[src/rtl/lse_pkg.sv]
// ----------------------------------------------------------------------------
// lse_pkg
// Shared types and constants of the LIFO stack engine.
// ----------------------------------------------------------------------------
package lse_pkg;

    localparam int STACK_DEPTH = 64;
    localparam int ADDR_W      = $clog2(STACK_DEPTH);
    localparam int CNT_W       = $clog2(STACK_DEPTH + 1);

    localparam int DATA_W      = 32;
    localparam int ACTION_W    = 3;
    localparam int STATUS_W    = 2;
    localparam int S_USER_W    = ACTION_W;
    localparam int M_USER_W    = 1 + STATUS_W;

    localparam int QUEUE_DEPTH = 2;
    localparam int QPTR_W      = $clog2(QUEUE_DEPTH);
    localparam int QCNT_W      = $clog2(QUEUE_DEPTH + 1);

    typedef enum logic [ACTION_W-1:0] {
        OP_PUSH = 3'd0,
        OP_POP  = 3'd1,
        OP_SWAP = 3'd2,
        OP_PEEK = 3'd3,
        OP_DUMP = 3'd4
    } op_t;

    typedef enum logic [STATUS_W-1:0] {
        ST_OK    = 2'd0,
        ST_EMPTY = 2'd1,
        ST_FULL  = 2'd2
    } status_t;

    typedef struct packed {
        op_t                op;
        logic [DATA_W-1:0]  value;
    } req_t;

endpackage

[src/rtl/lse_front.sv]
// ----------------------------------------------------------------------------
// lse_front
// Input side: takes requests, drops unknown actions, forwards the rest.
// ----------------------------------------------------------------------------
module lse_front (
    input  logic                          s_tvalid,
    output logic                          s_tready,
    input  logic [lse_pkg::S_USER_W-1:0]  s_tuser,   // [2:0] action
    input  logic [lse_pkg::DATA_W-1:0]    s_tdata,   // [31:0] push_value
    input  logic                          q_full,
    output logic                          q_push,
    output lse_pkg::req_t                 q_req
);

    logic known;

    always_comb begin
        unique case (s_tuser) inside
            lse_pkg::OP_PUSH, lse_pkg::OP_POP, lse_pkg::OP_SWAP,
            lse_pkg::OP_PEEK, lse_pkg::OP_DUMP: known = 1'b1;
            default:                            known = 1'b0;
        endcase
    end

    assign s_tready    = !q_full;
    // unknown actions are consumed here and never reach the back end
    assign q_push      = s_tvalid && s_tready && known;
    assign q_req.op    = lse_pkg::op_t'(s_tuser);
    assign q_req.value = s_tdata;

endmodule

[src/rtl/lse_queue.sv]
// ----------------------------------------------------------------------------
// lse_queue
// Short request queue between the front and the executor.
// ----------------------------------------------------------------------------
module lse_queue (
    input  logic           aclk,
    input  logic           aresetn,
    input  logic           push,
    input  lse_pkg::req_t  push_req,
    output logic           full,
    input  logic           pop,
    output logic           pop_valid,
    output lse_pkg::req_t  pop_req
);

    lse_pkg::req_t                  slot_reg [lse_pkg::QUEUE_DEPTH];
    logic [lse_pkg::QPTR_W-1:0]     wr_ptr_reg, wr_ptr_next;
    logic [lse_pkg::QPTR_W-1:0]     rd_ptr_reg, rd_ptr_next;
    logic [lse_pkg::QCNT_W-1:0]     cnt_reg, cnt_next;
    logic                           do_push, do_pop;

    assign full      = (cnt_reg == lse_pkg::QCNT_W'(lse_pkg::QUEUE_DEPTH));
    assign pop_valid = (cnt_reg != '0);
    assign pop_req   = slot_reg[rd_ptr_reg];
    assign do_push   = push && !full;
    assign do_pop    = pop && pop_valid;

    always_comb begin
        wr_ptr_next = wr_ptr_reg;
        rd_ptr_next = rd_ptr_reg;
        cnt_next    = cnt_reg;
        if (do_push) begin
            wr_ptr_next = (wr_ptr_reg == lse_pkg::QPTR_W'(lse_pkg::QUEUE_DEPTH - 1)) ?
                          '0 : wr_ptr_reg + 1'b1;
        end
        if (do_pop) begin
            rd_ptr_next = (rd_ptr_reg == lse_pkg::QPTR_W'(lse_pkg::QUEUE_DEPTH - 1)) ?
                          '0 : rd_ptr_reg + 1'b1;
        end
        if (do_push && !do_pop) begin
            cnt_next = cnt_reg + 1'b1;
        end else if (do_pop && !do_push) begin
            cnt_next = cnt_reg - 1'b1;
        end
    end

    always_ff @(posedge aclk) begin
        if (!aresetn) begin
            wr_ptr_reg <= '0;
            rd_ptr_reg <= '0;
            cnt_reg    <= '0;
        end else begin
            wr_ptr_reg <= wr_ptr_next;
            rd_ptr_reg <= rd_ptr_next;
            cnt_reg    <= cnt_next;
        end
    end

    always_ff @(posedge aclk) begin
        if (do_push) begin
            slot_reg[wr_ptr_reg] <= push_req;
        end
    end

endmodule

[src/rtl/lse_exec.sv]
// ----------------------------------------------------------------------------
// lse_exec
// Back end: entry memory, entry count, action sequencer and output register.
// ----------------------------------------------------------------------------
module lse_exec (
    input  logic                          aclk,
    input  logic                          aresetn,
    input  logic                          q_valid,
    input  lse_pkg::req_t                 q_req,
    output logic                          q_pop,
    output logic                          m_tvalid,
    input  logic                          m_tready,
    output logic [lse_pkg::DATA_W-1:0]    m_tdata,   // [31:0] value
    output logic [lse_pkg::M_USER_W-1:0]  m_tuser,   // [0] has_value, [2:1] status
    output logic                          m_tlast
);

    typedef enum logic [2:0] {
        S_IDLE,
        S_PEEK,
        S_SWAP_A,
        S_SWAP_B,
        S_SWAP_C,
        S_DUMP
    } state_t;

    state_t                         state_reg, state_next;
    logic [lse_pkg::CNT_W-1:0]      count_reg, count_next;
    logic [lse_pkg::ADDR_W-1:0]     idx_reg, idx_next;
    logic [lse_pkg::DATA_W-1:0]     top_reg, top_next;

    logic [lse_pkg::DATA_W-1:0]     mem [lse_pkg::STACK_DEPTH];
    logic [lse_pkg::DATA_W-1:0]     rd_data_reg;
    logic                           mem_we;
    logic [lse_pkg::ADDR_W-1:0]     mem_wa, mem_ra;
    logic [lse_pkg::DATA_W-1:0]     mem_wd;

    logic                           m_tvalid_reg, m_tvalid_next;
    logic [lse_pkg::DATA_W-1:0]     m_tdata_reg, m_tdata_next;
    logic [lse_pkg::M_USER_W-1:0]   m_tuser_reg, m_tuser_next;
    logic                           m_tlast_reg, m_tlast_next;

    logic                           out_free, out_load;
    logic [lse_pkg::DATA_W-1:0]     out_value;
    logic                           out_has, out_last;
    lse_pkg::status_t               out_status;

    logic [lse_pkg::CNT_W-1:0]      cnt_m1, cnt_m2;
    logic [lse_pkg::ADDR_W-1:0]     top_addr, sec_addr;
    logic                           is_empty, is_full, is_short;

    assign cnt_m1   = count_reg - lse_pkg::CNT_W'(1);
    assign cnt_m2   = count_reg - lse_pkg::CNT_W'(2);
    assign top_addr = cnt_m1[lse_pkg::ADDR_W-1:0];
    assign sec_addr = cnt_m2[lse_pkg::ADDR_W-1:0];
    assign is_empty = (count_reg == '0);
    assign is_full  = (count_reg == lse_pkg::CNT_W'(lse_pkg::STACK_DEPTH));
    assign is_short = (count_reg < lse_pkg::CNT_W'(2));
    assign out_free = !m_tvalid_reg || m_tready;

    always_comb begin
        state_next = state_reg;
        count_next = count_reg;
        idx_next   = idx_reg;
        top_next   = top_reg;
        mem_we     = 1'b0;
        mem_wa     = top_addr;
        mem_wd     = top_reg;
        mem_ra     = top_addr;
        out_load   = 1'b0;
        out_value  = '0;
        out_has    = 1'b0;
        out_status = lse_pkg::ST_OK;
        out_last   = 1'b1;
        q_pop      = 1'b0;

        unique case (state_reg)
            S_IDLE: begin
                // a request is taken only when its first result has a free slot
                if (q_valid && out_free) begin
                    q_pop = 1'b1;
                    case (q_req.op)
                        lse_pkg::OP_PUSH: begin
                            out_load = 1'b1;
                            if (is_full) begin
                                out_status = lse_pkg::ST_FULL;
                            end else begin
                                mem_we     = 1'b1;
                                mem_wa     = count_reg[lse_pkg::ADDR_W-1:0];
                                mem_wd     = q_req.value;
                                count_next = count_reg + lse_pkg::CNT_W'(1);
                            end
                        end
                        lse_pkg::OP_POP: begin
                            out_load = 1'b1;
                            if (is_empty) begin
                                out_status = lse_pkg::ST_EMPTY;
                            end else begin
                                count_next = cnt_m1;
                            end
                        end
                        lse_pkg::OP_SWAP: begin
                            if (is_short) begin
                                out_load   = 1'b1;
                                out_status = lse_pkg::ST_EMPTY;
                            end else begin
                                state_next = S_SWAP_A;
                            end
                        end
                        lse_pkg::OP_PEEK: begin
                            if (is_empty) begin
                                out_load   = 1'b1;
                                out_status = lse_pkg::ST_EMPTY;
                            end else begin
                                state_next = S_PEEK;
                            end
                        end
                        lse_pkg::OP_DUMP: begin
                            if (is_empty) begin
                                out_load = 1'b1;
                            end else begin
                                idx_next   = top_addr;
                                state_next = S_DUMP;
                            end
                        end
                        default: begin
                        end
                    endcase
                end
            end
            S_PEEK: begin
                out_load   = 1'b1;
                out_value  = rd_data_reg;
                out_has    = 1'b1;
                state_next = S_IDLE;
            end
            S_SWAP_A: begin
                top_next   = rd_data_reg;
                mem_ra     = sec_addr;
                state_next = S_SWAP_B;
            end
            S_SWAP_B: begin
                mem_we     = 1'b1;
                mem_wa     = top_addr;
                mem_wd     = rd_data_reg;
                state_next = S_SWAP_C;
            end
            S_SWAP_C: begin
                mem_we     = 1'b1;
                mem_wa     = sec_addr;
                mem_wd     = top_reg;
                out_load   = 1'b1;
                state_next = S_IDLE;
            end
            S_DUMP: begin
                // hold the read address while stalled so the data stays valid
                mem_ra = idx_reg;
                if (out_free) begin
                    out_load  = 1'b1;
                    out_value = rd_data_reg;
                    out_has   = 1'b1;
                    out_last  = (idx_reg == '0);
                    if (idx_reg == '0) begin
                        state_next = S_IDLE;
                    end else begin
                        idx_next = idx_reg - 1'b1;
                        mem_ra   = idx_reg - 1'b1;
                    end
                end
            end
            default: begin
                state_next = S_IDLE;
            end
        endcase
    end

    always_comb begin
        m_tvalid_next = m_tvalid_reg && !m_tready;
        m_tdata_next  = m_tdata_reg;
        m_tuser_next  = m_tuser_reg;
        m_tlast_next  = m_tlast_reg;
        if (out_load) begin
            m_tvalid_next = 1'b1;
            m_tdata_next  = out_value;
            m_tuser_next  = {out_status, out_has};
            m_tlast_next  = out_last;
        end
    end

    always_ff @(posedge aclk) begin
        if (!aresetn) begin
            state_reg    <= S_IDLE;
            count_reg    <= '0;
            m_tvalid_reg <= 1'b0;
        end else begin
            state_reg    <= state_next;
            count_reg    <= count_next;
            m_tvalid_reg <= m_tvalid_next;
        end
        idx_reg     <= idx_next;
        top_reg     <= top_next;
        m_tdata_reg <= m_tdata_next;
        m_tuser_reg <= m_tuser_next;
        m_tlast_reg <= m_tlast_next;
    end

    always_ff @(posedge aclk) begin
        if (mem_we) begin
            mem[mem_wa] <= mem_wd;
        end
        rd_data_reg <= mem[mem_ra];
    end

    assign m_tvalid = m_tvalid_reg;
    assign m_tdata  = m_tdata_reg;
    assign m_tuser  = m_tuser_reg;
    assign m_tlast  = m_tlast_reg;

endmodule

[src/rtl/lifo_stack_engine.sv]
// ----------------------------------------------------------------------------
// lifo_stack_engine
// Bounded LIFO stack of signed 32-bit values: push, pop, swap, peek, dump.
//
// channel  dir  tdata                tuser                            tlast
// s_       in   [31:0] push_value    [2:0] action                     -
// m_       out  [31:0] value         [0] has_value, [2:1] status      last
//
// Push and pop finish in S_IDLE, peek goes on to S_PEEK, swap to S_SWAP_A,
// S_SWAP_B and S_SWAP_C, dump to S_DUMP; a refused peek or swap finishes in
// S_IDLE: the entry memory has one registered read port and one write port.
// Reset clears the entry count and control; the entry memory is not cleared.
// A two-entry request queue lets the input keep accepting while results stall.
// Unknown actions are consumed without any result.
// ----------------------------------------------------------------------------
module lifo_stack_engine (
    input  logic                          aclk,
    input  logic                          aresetn,
    input  logic                          s_tvalid,
    output logic                          s_tready,
    input  logic [lse_pkg::S_USER_W-1:0]  s_tuser,   // [2:0] action
    input  logic [lse_pkg::DATA_W-1:0]    s_tdata,   // [31:0] push_value
    output logic                          m_tvalid,
    input  logic                          m_tready,
    output logic [lse_pkg::DATA_W-1:0]    m_tdata,   // [31:0] value
    output logic [lse_pkg::M_USER_W-1:0]  m_tuser,   // [0] has_value, [2:1] status
    output logic                          m_tlast
);

    logic           q_full, q_push, q_pop, q_valid;
    lse_pkg::req_t  push_req, pop_req;

    lse_front u_front (
        .s_tvalid (s_tvalid),
        .s_tready (s_tready),
        .s_tuser  (s_tuser),
        .s_tdata  (s_tdata),
        .q_full   (q_full),
        .q_push   (q_push),
        .q_req    (push_req)
    );

    lse_queue u_queue (
        .aclk      (aclk),
        .aresetn   (aresetn),
        .push      (q_push),
        .push_req  (push_req),
        .full      (q_full),
        .pop       (q_pop),
        .pop_valid (q_valid),
        .pop_req   (pop_req)
    );

    lse_exec u_exec (
        .aclk     (aclk),
        .aresetn  (aresetn),
        .q_valid  (q_valid),
        .q_req    (pop_req),
        .q_pop    (q_pop),
        .m_tvalid (m_tvalid),
        .m_tready (m_tready),
        .m_tdata  (m_tdata),
        .m_tuser  (m_tuser),
        .m_tlast  (m_tlast)
    );

endmodule
[config.mk]
export PLATFORM = sky130hd
export DESIGN_NAME = lifo_stack_engine
export DESIGN_NICKNAME = d
export VERILOG_FILES = /design/src/rtl/lse_pkg.sv /design/src/rtl/lse_front.sv /design/src/rtl/lse_queue.sv /design/src/rtl/lse_exec.sv /design/src/rtl/lifo_stack_engine.sv
export SDC_FILE = /design/constraint.sdc
export NUM_CORES = 2
export LEC_CHECK = 0
export BUFFER_PORTS_ARGS = -buffer_cell sky130_fd_sc_hd__buf_2
export CORE_ASPECT_RATIO = 2
export CORE_MARGIN = 5
export CORE_UTILIZATION = 55
export CTS_BUF_LIST = sky130_fd_sc_hd__clkbuf_4
export DETAILED_ROUTE_END_ITERATION = 8
export PLACE_DENSITY_LB_ADDON = 0.3
export SETUP_SLACK_MARGIN = 0.3
export SLEW_MARGIN = 20
export SYNTH_ARGS = -nofsm -noshare
export SYNTH_HDL_FRONTEND = slang
export SYNTH_SLANG_ARGS = --single-unit
[constraint.sdc]
create_clock -name aclk -period 13.2 [get_ports aclk]
set_input_delay 1.32 -clock aclk [delete_from_list [all_inputs] [get_ports aclk]]
set_output_delay 1.32 -clock aclk [all_outputs]
set_load 0.1 [all_outputs]
Word level (Yosys, flattened, before mapping)
Memories as Yosys holds them, arrays and structs flattened. A register that Yosys moved wholly into a read port is not among the register bits.
Cells that the tools add are included.
Widths: inputs -> output; s select.
- bits in registers: 89
- bits in writable memories: 2118
- input bits: 39
- output and inout port bits: 38
- memories kept: 2
- $add $sub $neg: 8
- magnitude comparators: 1
- eq/ne operators: 26
- muxes and demuxes: 57
- reduce and logical (&&, ||, !) cells: 34
- memories (name ; depth ; width ; read ports ; clocked after Yosys merged registers in ; write ports ; RTL line ; RTL):
    u_exec.mem ; 64 ; 32 ; 1 ; 1 ; 1 ; lse_exec.sv:32 ; logic [lse_pkg::DATA_W-1:0] mem [lse_pkg::STACK_DEPTH];
    u_queue.slot_reg ; 2 ; 35 ; 1 ; 1 ; 1 ; lse_queue.sv:16 ; lse_pkg::req_t slot_reg [lse_pkg::QUEUE_DEPTH];
- operators by type and width (kind ; count):
    $mux 32 ; 4
    $pmux 32 s2 ; 2
    $mux 6 ; 8
    $pmux 6 s2 ; 3
    $mux 1 ; 21
    $eq 3x2->1 const B ; 6
    $mux 3 ; 6
    $mux 7 ; 2
    $pmux 7 s2 ; 1
    $eq 3x3->1 const B ; 4
    $pmux 3 s4 ; 1
    $reduce_or 2->1 ; 5
    $eq 3x1->1 const B ; 3
    $logic_not 3->1 ; 3
    $ne 3x3->1 const B ; 3
    $pmux 3 s3 ; 1
    $logic_and 1x1->1 ; 8
    $ne 2x2->1 const B ; 4
    $reduce_bool 2->1 ; 4
    $add 7x1->7 const B ; 1
    $eq 7x7->1 const B ; 1
    $logic_not 7->1 ; 1
    $lt 7x2->1 const B ; 1
    $reduce_and 7->1 ; 1
    20 further kinds ; 32

Depth between registers and ports, before layout
- word-level depth: 9
- depth in mapped cells: 15

Modules after synthesis
From an unflattened synthesis, not the netlist that was laid out.
- cells, all modules: 6339
- area total of the unflattened synthesis: 87441.4 sq um
- modules (own cells, without submodules) (module ; instances ; cells each ; area each (sq um)):
    lse_exec ; 1 ; 6167 ; 84403.4
    lse_queue ; 1 ; 134 ; 2760.1
    lse_front ; 1 ; 38 ; 277.8

Worst setup path before layout
OpenSTA, ideal clock, no wires.
- kind: input-to-reg
- start: in m_tready
- end: mem u_exec.mem[21][0] (netlist name), enable pin
- library setup time: 0.421 ns
- arrival time: 4.360 ns
- setup slack: 8.419 ns
- cell stages on the path: 11
- path buffers: 1
- cell sequence: nor2b_1 > nor2_1 > and2_1 > clkinv_1 > or2_1 > buf_2 > nor2_1 > a221oi_2 > nor2b_1 > nand2_1 > nor2_1
- cells in the longest elaborated chain, start to end: 6
- elaborated cells on any way between the ends: 8
- classes of those cells: mux (6); reduce/logical (2)
- ends and longest elaborated chain (item ; RTL line ; RTL):
    from (decl) ; lifo_stack_engine.sv:24 ; input logic m_tready,
    $logic_or 1x1->1 (*) ; lse_exec.sv:59 ; assign out_free = !m_tvalid_reg || m_tready;
    $logic_and 1x1->1 (*) ; lse_exec.sv:80 ; if (q_valid && out_free) begin
    $mux 1 ; lse_exec.sv:80 ;
    $pmux 1 s2 ; lse_exec.sv:77 ; unique case (state_reg)
    $mux 1 ; lse_exec.sv:208 ; if (mem_we) begin
    $mux 1 (implied by the code) ; lse_exec.sv:209 ; mem[mem_wa] <= mem_wd;
    to (decl) ; lse_exec.sv:32 ;
Mark *: on every way between the ends. The rest lies on a longest branch, timed or not.

Final worst setup path
- start: reg u_exec.state_reg[2]
- end: reg u_exec.rd_data_reg[18] (netlist name), read port of u_exec.mem
- cells in the longest elaborated chain, start to end: 2
- elaborated cells on any way between the ends: 3
- classes of those cells: eq/ne (2); mux (1)
- ends and longest elaborated chain (item ; RTL line ; RTL):
    from (decl) ; lse_exec.sv:27 ; state_t state_reg, state_next;
    from (signal assigned) ; lse_exec.sv:196 ; state_reg <= state_next;
    $eq 3x3->1 or $eq 3x2->1 (tied branches) ; lse_exec.sv:77 ;
    $pmux 6 s2 (*) ; lse_exec.sv:77 ;
    to (decl) ; lse_exec.sv:33 ; logic [lse_pkg::DATA_W-1:0] rd_data_reg;
Marks and branches as above.
A chain may end at the register's enable or synchronous reset.

==> impl_metrics.json <==
{
  "grt_max_degree": 211,
  "worst_ep_required_time_ns": 14.35,
  "routabilityCongestion": 0.870,
  "yosys-top-cells-count": "edfxtp_1, nand2_1, nand3_1",
  "tightest_slew_ns": 1.20,
  "grt_pass1_wl_mm": 358,
  "fin_setup_tns_ns": 0,
  "synthFlopType": "edfxtp_1",
  "vias": 58003,
  "synthesis.area_sq_um": 87800,
  "rows": 207,
  "drc": 0,
  "synth_fa_ha_area_share_pct": 0.114,
  "synth_xor_area_share_pct": 0.208,
  "whs_ns": 0.260,
  "dr.first_iter.drc_count": 6353,
  "die_h_um": 575,
  "ys_seq_area_share_pct": 76.0,
  "worstSetupStartpointType": "flip-flop",
  "crit_type": "flip-flop to flip-flop",
  "synthSimpleGateAreaFrac_pct": 18.5,
  "dp_cells": 8706,
  "synthCells": 6836,
  "final_nets": 7115,
  "drtPass1Iterations": 8,
  "period_needed_ns": 5.73,
  "rsz0062_at_grt": "no",
  "layout-drive-gt1-share_pct": 13.8,
  "cp-startpoint": "u_exec.state_reg[2]",
  "timing.rr.start": "u_exec.state_reg[2]",
  "ios": 77,
  "clock-sinks": 2240,
  "yosysMostFrequentCell": "edfxtp_1",
  "whs_path_depth": 1,
  "post_cts_resized": 0,
  "ir_worst_vdd_v": 0.000185,
  "cp-endpoint": "u_exec.rd_data_reg[18]",
  "maxCapViolCount": 0,
  "antenna_found_initial": 10,
  "slew_viol_final": 0,
  "end_kind": "flip-flop",
  "cp_max_fo": 96,
  "status": "finished clean",
  "finalSetupViolations": 0,
  "synth-seq-cells": 2240,
  "grt_pass1_vias": 57862,
  "die_x_um": 293,
  "largest_register_ffs": 2048,
  "clock_path_buffers": 4,
  "clockRootBuffer": "clkbuf_4",
  "synth_top_cell_by_area": "edfxtp_1",
  "dpl.hpwl_mm": 133,
  "postRouteAntennaNets": 0,
  "grt_usage_pct": 28.2,
  "dp_slack_ns": 7.18,
  "hp-class": "input port to flip-flop",
  "power_density_nw_per_um2": 204,
  "clock_latency_ns": 1.26,
  "synth_top_cell_area_share_pct": 75.0,
  "numCtsBuffers": 447,
  "stdcell_count": 9506,
  "leakagePower_nw": 33.0,
  "r2r.worst_path.cells": 12,
  "drt_wl_total_mm": 243,
  "viasPerCell": 6.10,
  "port-buffer-count": 76,
  "clock_skew_ns": 0.107,
  "slew_headroom_pct": 20.3,
  "muxShareOfSynthArea_pct": 0.611,
  "fin_ws_ns": 7.47,
  "cts.clk_slew.worst_paths_ns": 0.08,
  "syn-num-nets": 6883,
  "dieArea_sq_um": 168000,
  "synth_compound_area_share_pct": 2.52,
  "ys_warn_count": 0,
  "worstPathArrival_ns": 6.87,
  "syn_area_per_cell_sq_um": 12.8,
  "grt_overflow_total": 0,
  "rrSetupSlack_ns": 7.47,
  "cts_setup_buffers": 0,
  "timing.final.crit_share_pct": 43.4,
  "routedWlPerCell_um": 25.6,
  "h-tree-depth": 5,
  "hold_violations": 0,
  "design.core.area_sq_um": 159000,
  "initial_core_util_pct": 55.2,
  "fmax_ghz": 0.175,
  "nFillCells": 12012,
  "worstHoldStart": "s_tdata[20]",
  "area_growth_pct": 10.0,
  "cts_tree": "built",
  "ys_top_cells_by_area": "edfxtp_1, nand2_1, nand3_1, a21oi_1, clkbuf_1",
  "ys_types": 63,
  "cts_hold_buf": 0,
  "synthArstFlopShare_pct": 0,
  "reg2reg_to": "u_exec.rd_data_reg[18]",
  "synth_top_family_by_area": "simple AND/OR/NAND/NOR gates",
  "synth_edf_count": 2192
}
==> power by group <==
| part | internal, mW | switching [mW] |
|---|---|---|
| logic | 1.30 | 4.42 |
| registers | 8.88 | 0.210 |
| clock network | 2.38 | 2.51 |
==> per-stage QoR <==
step | util [%] | instance area [sq um] | power, mW
6_report | 60.8 | 96600 | 19.7
5_1_grt | 60.7 | 96600 | 20.5
4_1_cts | 60.6 | 96400 | 19.7
3_5_place_dp | 57.1 | 90800 | 14.9
3_3_place_gp | 57.1 | 90800 | 14.7
2_1_floorplan | - | 87800 | 12.8
==> critical path, stage by stage (launching register included) <==
cell	delay [ns]
dfxtp_1	0.48
nor2_1	0.25
nand2_1	0.16
inv_2	0.65
a221o_1	0.40
o21a_4	0.80
buf_4	0.86
buf_4	0.94
nand2_1	0.12
nand3_1	0.13
nand3_1	0.16
nand4_1	0.25
and4_1	0.20
==> metal layers <==
metal / wire length (um) / vias to the layer above / part of all wire (%) / track usage [%]
li1: - / 25483 / - / -
met1: 81500 / 28392 / 34 / 32.9
met2: 125000 / 3337 / 51 / 49.6
met3: 21900 / 787 / 9.0 / 4.91
met4: 14500 / 4 / 6.0 / 15.4
met5: 14 / - / 0.0058 / 0
==> layout make-up <==
type | count | area, sq um | share of cell area (%)
multi-input cells | 4167 | 20100 | 20.8
flip-flops and latches | 2240 | 66800 | 69.1
clock inverters | 121 | 584 | 0.605
well taps | 2090 | 2620 | 2.71
repair buffers | 201 | 1470 | 1.52
diodes | 9 | 22.5 | 0.0233
clock buffers | 667 | 5010 | 5.18
inverters | 11 | 41.3 | 0.0427
==> how the worst min path moves through the flow <==
| stage | endpoint |
|---|---|
| after floorplan | u_exec.top_reg[0] |
| after global placement | u_exec.top_reg[15] |
| after detailed placement | u_exec.top_reg[15] |
| after CTS | u_queue.slot_reg[1][16] |
| after global routing | u_queue.slot_reg[0][20] |
| final | u_queue.slot_reg[1][20] |
==> cells in the final DEF (no fill, tap or decap), types with 4 or more instances in the layout <==
| master | Yosys | routed |
|---|---|---|
| nand4_1 | 131 | 131 |
| and4_1 | 31 | 31 |
| inv_2 | 1 | 7 |
| clkinv_2 | 0 | 10 |
| and2_1 | 44 | 43 |
| nand3_1 | 1146 | 1146 |
| o21a_1 | 8 | 7 |
| xnor2_1 | 14 | 14 |
| inv_1 | 9 | 9 |
| ha_1 | 8 | 8 |
| o21ai_0 | 16 | 16 |
| a21o_1 | 7 | 7 |
| a21oi_1 | 268 | 267 |
| nor3_1 | 132 | 132 |
| nor2b_1 | 12 | 11 |
| diode_2 | 0 | 9 |
| xor2_1 | 5 | 5 |
| mux2i_1 | 48 | 48 |
| dfxtp_1 | 48 | 47 |
| mux2_2 | 5 | 5 |
| clkbuf_4 | 0 | 667 |
| a32oi_1 | 5 | 4 |
| edfxtp_1 | 2192 | 2192 |
| clkinv_1 | 1 | 99 |
| buf_12 | 0 | 12 |
| a221o_4 | 0 | 18 |
| nand2_1 | 2070 | 2070 |
| nor2_1 | 124 | 57 |
| bufinv_16 | 0 | 4 |
| nand2b_1 | 5 | 5 |
| buf_2 | 95 | 76 |
| buf_4 | 3 | 113 |
| nor2_4 | 0 | 68 |
| a31oi_1 | 4 | 4 |
| a221o_2 | 0 | 14 |
==> kinds of logic (layout without fill, tap and decap cells) <==
kind of cell	count (synthesis)	count (layout)
buffers and inverters	429	1000
multiplexers	53	53
flip-flops	2240	2240
AO/OA/AOI/OAI	372	372
other	0	9
XOR/XNOR	20	20
AND/OR/NAND/NOR	3714	3714
adder cells (fa/ha/maj)	8	8
No activity file was read; power rests on OpenSTA's default activity.
